## config.mk

```make
export PLATFORM = sky130hd
export DESIGN_NAME = mrwt_ctrl
export DESIGN_NICKNAME = d
export VERILOG_FILES = /design/src/hdl/mrwt_pkg.sv /design/src/hdl/mrwt_ctrl.sv
export SDC_FILE = /design/constraint.sdc
export NUM_CORES = 1
export LEC_CHECK = 0
export BUFFER_PORTS_ARGS = -buffer_cell sky130_fd_sc_hd__buf_2
export CAP_MARGIN = 20
export CELL_PAD_IN_SITES_DETAIL_PLACEMENT = 0
export CELL_PAD_IN_SITES_GLOBAL_PLACEMENT = 1
export CORE_MARGIN = 2
export CORE_UTILIZATION = 31
export CTS_CLUSTER_DIAMETER = 120
export DETAILED_ROUTE_END_ITERATION = 8
export PLACE_DENSITY_LB_ADDON = 0.1
export SYNTH_ARGS = -nofsm -noshare
export SYNTH_HDL_FRONTEND = slang
export SYNTH_SLANG_ARGS = --single-unit
```

## constraint.sdc

```tcl
create_clock -name clock -period 1.4 [get_ports clock]
set_input_delay 0.35 -clock clock [delete_from_list [all_inputs] [get_ports clock]]
set_output_delay 0.35 -clock clock [all_outputs]
set_load 0.02 [all_outputs]
```

## src/hdl/mrwt_pkg.sv

```systemverilog
// Shared types and constants for the Miller-Rabin witness test block.
// Used by the controller, the datapath and the top level; depends on nothing.
`timescale 1ns / 1ps
`default_nettype none

package mrwt_pkg;

   // Beat field widths as seen on the ports.
   localparam int CAND_WIDTH      = 63;
   localparam int WIT_WIDTH       = 63;
   localparam int REQ_TDATA_WIDTH = 128;
   localparam int RSP_TDATA_WIDTH = 8;

   // Operand selection for the shared modular multiplier.
   typedef enum logic [1:0] {
      MUL_REDUCE  = 2'd0,   // 1 * witness, which reduces the witness mod n
      MUL_POW_ACC = 2'd1,   // accumulator * running square
      MUL_POW_SQ  = 2'd2,   // running square * running square
      MUL_SQUARE  = 2'd3    // accumulator * accumulator
   } mul_op_type;

   // Commands from the controller to the datapath.
   typedef struct packed {
      logic       load;       // capture a new candidate and witness
      logic       shift_e;    // shift the exponent right by one
      logic       inc_t;      // count one more factor of two
      logic       dec_t;      // one squaring step done
      logic       mul_start;  // launch the modular multiplier
      mul_op_type mul_op;
      logic       wr_sq;      // multiplier result into the running square
      logic       wr_acc;     // multiplier result into the accumulator
      logic       acc_one;    // set the accumulator to one
   } cmd_type;

   // Status from the datapath to the controller.
   typedef struct packed {
      logic n_is_two;
      logic n_trivial;    // candidate below two, or even
      logic e_lsb;
      logic e_zero;
      logic t_zero;
      logic mul_done;
      logic res_is_one;
      logic acc_is_one;
      logic acc_is_nm1;
   } sts_type;

endpackage

`default_nettype wire

```

## src/hdl/mrwt_ctrl.sv

```systemverilog
// Controller of the witness test: sequences the special cases, the split of
// n-1, the exponentiation and the squaring chain. Depends on mrwt_pkg.
`timescale 1ns / 1ps
`default_nettype none

module mrwt_ctrl
   import mrwt_pkg::*;
(
   input  wire logic    clock,
   input  wire logic    reset,
   input  wire logic    req_tvalid,
   output logic         req_tready,
   output logic         rsp_tvalid,
   input  wire logic    rsp_tready,
   output logic         rsp_prime,
   output cmd_type      cmd,
   input  wire sts_type sts
);

   typedef enum logic [3:0] {
      ST_IDLE,
      ST_CLASSIFY,
      ST_SPLIT,
      ST_REDUCE,
      ST_REDUCE_WAIT,
      ST_POW,
      ST_POW_MUL_WAIT,
      ST_POW_SQ,
      ST_POW_SQ_WAIT,
      ST_SQUARE,
      ST_SQUARE_WAIT,
      ST_DELIVER
   } state_type;

   state_type state_ff;
   logic      verdict_ff;
   logic      rsp_valid_ff;
   logic      rsp_prime_ff;
   logic      nontrivial_root;

   assign req_tready      = (state_ff == ST_IDLE);
   assign rsp_tvalid      = rsp_valid_ff;
   assign rsp_prime       = rsp_prime_ff;
   assign nontrivial_root = sts.res_is_one && !sts.acc_is_one && !sts.acc_is_nm1;

   always_comb begin
      cmd = '0;
      cmd.mul_op = MUL_SQUARE;
      case (state_ff)
         ST_IDLE: begin
            cmd.load = req_tvalid;
         end
         ST_SPLIT: begin
            cmd.shift_e = !sts.e_lsb;
            cmd.inc_t   = !sts.e_lsb;
         end
         ST_REDUCE: begin
            cmd.mul_start = 1'b1;
            cmd.mul_op    = MUL_REDUCE;
         end
         ST_REDUCE_WAIT: begin
            cmd.mul_op  = MUL_REDUCE;
            cmd.wr_sq   = sts.mul_done;
            cmd.acc_one = sts.mul_done;
         end
         ST_POW: begin
            cmd.mul_start = !sts.e_zero && sts.e_lsb;
            cmd.mul_op    = MUL_POW_ACC;
         end
         ST_POW_MUL_WAIT: begin
            cmd.mul_op = MUL_POW_ACC;
            cmd.wr_acc = sts.mul_done;
         end
         ST_POW_SQ: begin
            cmd.mul_start = 1'b1;
            cmd.mul_op    = MUL_POW_SQ;
         end
         ST_POW_SQ_WAIT: begin
            cmd.mul_op  = MUL_POW_SQ;
            cmd.wr_sq   = sts.mul_done;
            cmd.shift_e = sts.mul_done;
         end
         ST_SQUARE: begin
            cmd.mul_start = !sts.t_zero;
         end
         ST_SQUARE_WAIT: begin
            cmd.wr_acc = sts.mul_done && !nontrivial_root;
            cmd.dec_t  = sts.mul_done && !nontrivial_root;
         end
         default: begin
            cmd = '0;
            cmd.mul_op = MUL_SQUARE;
         end
      endcase
   end

   always_ff @(posedge clock) begin
      if (reset) begin
         state_ff     <= ST_IDLE;
         verdict_ff   <= 1'b0;
         rsp_valid_ff <= 1'b0;
         rsp_prime_ff <= 1'b0;
      end else begin
         // A taken result is retired unless a new one replaces it this cycle.
         if (rsp_valid_ff && rsp_tready && (state_ff != ST_DELIVER)) begin
            rsp_valid_ff <= 1'b0;
         end
         case (state_ff)
            ST_IDLE: begin
               if (req_tvalid) begin
                  state_ff <= ST_CLASSIFY;
               end
            end
            ST_CLASSIFY: begin
               if (sts.n_is_two) begin
                  verdict_ff <= 1'b1;
                  state_ff   <= ST_DELIVER;
               end else if (sts.n_trivial) begin
                  verdict_ff <= 1'b0;
                  state_ff   <= ST_DELIVER;
               end else begin
                  state_ff <= ST_SPLIT;
               end
            end
            ST_SPLIT: begin
               if (sts.e_lsb) begin
                  state_ff <= ST_REDUCE;
               end
            end
            ST_REDUCE: begin
               state_ff <= ST_REDUCE_WAIT;
            end
            ST_REDUCE_WAIT: begin
               if (sts.mul_done) begin
                  state_ff <= ST_POW;
               end
            end
            ST_POW: begin
               if (sts.e_zero) begin
                  state_ff <= ST_SQUARE;
               end else if (sts.e_lsb) begin
                  state_ff <= ST_POW_MUL_WAIT;
               end else begin
                  state_ff <= ST_POW_SQ;
               end
            end
            ST_POW_MUL_WAIT: begin
               if (sts.mul_done) begin
                  state_ff <= ST_POW_SQ;
               end
            end
            ST_POW_SQ: begin
               state_ff <= ST_POW_SQ_WAIT;
            end
            ST_POW_SQ_WAIT: begin
               if (sts.mul_done) begin
                  state_ff <= ST_POW;
               end
            end
            ST_SQUARE: begin
               if (sts.t_zero) begin
                  verdict_ff <= sts.acc_is_one;
                  state_ff   <= ST_DELIVER;
               end else begin
                  state_ff <= ST_SQUARE_WAIT;
               end
            end
            ST_SQUARE_WAIT: begin
               if (sts.mul_done) begin
                  if (nontrivial_root) begin
                     verdict_ff <= 1'b0;
                     state_ff   <= ST_DELIVER;
                  end else begin
                     state_ff <= ST_SQUARE;
                  end
               end
            end
            ST_DELIVER: begin
               if (!rsp_valid_ff || rsp_tready) begin
                  rsp_valid_ff <= 1'b1;
                  rsp_prime_ff <= verdict_ff;
                  state_ff     <= ST_IDLE;
               end
            end
            default: begin
               state_ff <= ST_IDLE;
            end
         endcase
      end
   end

endmodule

`default_nettype wire
```

==> results.json <==
{
  "p_per_area_nw_per_um2": 2260,
  "finalNonFillerCells": 201,
  "seq_area_um2": 155,
  "ys_warn_count": 0,
  "grt_max_degree": 15,
  "numPortBuffers": 25,
  "fin_crit_sh": 1.21,
  "row_count": 18,
  "multi_input_area_um2": 841,
  "ys_types": 47,
  "drt_wl_total_um": 3030,
  "postSynthAreaPerCell_um2": 7.40,
  "syn_area_um2": 769,
  "wl_per_cell_um": 15.1,
  "leakagePower_nw": 0.707,
  "mostFrequentLayoutCells": "buf_4 (36), buf_6 (20), buf_2 (14)",
  "crit_path_end_kind": "output port",
  "synthCells": 104,
  "finalHoldViolCount": 0,
  "reg2reg_from": "state_ff[1]$_SDFFE_PP0P_",
  "cts_tree": "done",
  "clkTransAtPathRegs_ns": 0.05,
  "n_antenna_cell": 0,
  "fmax_ghz": 0.592,
  "irDropWorstVdd_v": 0.00176,
  "whs_endpoint": "state_ff[2]$_SDFFE_PP0P_",
  "slew_violations": 0,
  "drt_first_pass_iters": 4,
  "track_usage": 0.218,
  "yosys-top-cells-area": "dfxtp_1 (18%), a21oi_1 (6.5%), nand2b_1 (5.7%), o21ai_0 (3.9%), buf_2 (3.3%)",
  "worst_hold_slack_ns": 0.389,
  "chipHeight_um": 53.8,
  "drive_gt1_frac": 0.713,
  "cts_hold_buf": 0,
  "skew_ns": 0.00449,
  "die-width_um": 53.8,
  "critPathMaxFanout": 4,
  "grt_overflow": 0,
  "initial_utilization": 0.319,
  "antenna_found_initial": 0,
  "initialDrtViolationCount": 24,
  "async_reset_ff_frac": 0,
  "hpwl_um": 1990,
  "grt_pass1_wl_um": 4530,
  "vias_per_cell": 5.56,
  "cts_made_buffers": 3,
  "dp_slack_ns": -0.201,
  "synth_edf_count": 0,
  "core-area_um2": 2410,
  "max_cap_violations": 0,
  "yosys.area.top_type_share": 0.182,
  "start_kind": "flop",
  "r2r_cells": 5,
  "clk_latency_ns": 0.25,
  "synth_area_leader_cell": "dfxtp_1",
  "num-fill-cells": 185,
  "max_slew_margin": 0.803,
  "holdCritStartpoint": "reset",
  "cts_max_level": 1,
  "gp_congestion": 0.805,
  "numPlacedInstances": 186,
  "hp-class": "primary input to flop",
  "worst_slew_pin_slew_ns": 0.295,
  "grt_pass1_vias": 977,
  "post-route-min-period_ns": 1.69,
  "area_growth_pct": 121,
  "rsz0062_at_grt": "yes",
  "reg2reg_to": "state_ff[3]$_SDFFE_PP0P_",
  "yosys_most_used_dff": "dfxtp_1",
  "setup.worst_path.class": "flop to output port",
  "hold_depth": 2,
  "layout_commonest_cell": "buf_4",
  "synth-seq-area-share": 0.182,
  "nNetsFinal": 185,
  "synth_fp_nets": 117,
  "cts.sinks": 7,
  "die_area_um2": 2900,
  "root_buffer": "clkbuf_4",
  "setup_viol": 16,
  "crit_required_ns": 1.05,
  "ios": 26,
  "detail-route-antenna-nets": 0,
  "r2r_slack_ns": -0.15,
  "status": "finished with violations",
  "drc": 0,
  "vias": 1117,
  "clockBufferDepth": 2,
  "worst_slack_ns": -0.290,
  "critPathArrivalTime_ns": 1.34,
  "crit_path_start": "state_ff[1]$_SDFFE_PP0P_",
  "violations": "negative setup slack",
  "ys_seq_elements": 7
}
critical path, stage by stage (launching register included):
cell and delay [ns]:
dfxtp_4 0.38, or3b_4 0.43, a21oi_4 0.15, buf_6 0.13
flip-flops by register name, summed over array words and instances (netlist names):
signal	cells
verdict_ff	1
state_ff	4
rsp_tvalid	1
rsp_prime	1
how the worst max path moves through the flow:
stage / endpoint / slack [ns] / cells past startpoint
floorplan: cmd[9] / -0.09 / 4
global placement: state_ff[2]$_SDFFE_PP0P_ / -0.19 / 5
detailed placement: verdict_ff$_SDFFE_PP0P_ / -0.20 / 5
CTS: cmd[9] / -0.26 / 4
global route: cmd[9] / -0.32 / 4
finish: cmd[8] / -0.29 / 3
per-stage QoR:
step	power, mW	TNS (ns)	utilization	instance area [µm²]
floorplan	1.89	-0.437	-	913
global placement	2.48	-1.88	0.514	1240
detailed placement	2.50	-1.99	0.514	1240
CTS	3.32	-3.00	0.626	1510
global route	4.05	-3.72	0.707	1700
finish	3.84	-3.05	0.707	1700
report_power, final:
group | leakage [nW] | internal, mW | total (mW) | switching (mW)
combinational | 0.632 | 1.76 | 3.21 | 1.45
clock | 0.0150 | 0.108 | 0.179 | 0.0701
sequential | 0.0600 | 0.301 | 0.452 | 0.152
total | 0.707 | 2.17 | 3.84 | 1.67
logic make-up after synthesis:
logic type	count (synthesis)	synth area share
AOI/OAI and AO/OA	40	0.379
and+or+nand+nor	40	0.317
buffers and inverters	14	0.0862
DFF	7	0.182
xor gates and xnor gates	2	0.0228
muxes	1	0.0130
per-layer routing:
layer	routed length (µm)	track usage	vias to the layer above
met5	0	0	-
met4	32	0.0897	0
met3	124	0.00833	4
met2	1500	0.358	36
met1	1370	0.297	540
li1	-	-	537
repair_timing:
item	in CTS	in global routing
setup buffers	8	3
cloned	0	1
hold endpoints to repair	0	0
pin swaps	10	8
resized for setup	47	36
endpoints found under the setup margin	16	17
cells in the mapped netlist, types with 2 or more instances:
library cell   n
nor2_1         5
nor3_1         5
a21oi_1       10
o21a_1         2
a31o_2         2
buf_4          2
o22a_1         2
nor3b_1        2
a21o_1         2
nand2b_1       7
o21ai_0        6
inv_1          4
nand4b_1       2
clkbuf_1       2
nor2b_1        4
and2_1         2
dfxtp_1        7
nand2_1        3
buf_2          5
nor4_1         2
xnor2_1        2
layout make-up:
cell class	count	share of cell area
well taps	30	0.0220
multi-input cells	83	0.494
repair buffers	73	0.367
flip-flops and latches	7	0.0911
clock buffers	4	0.0154
inverters	4	0.0103
Power figures use the tool's default switching activity.
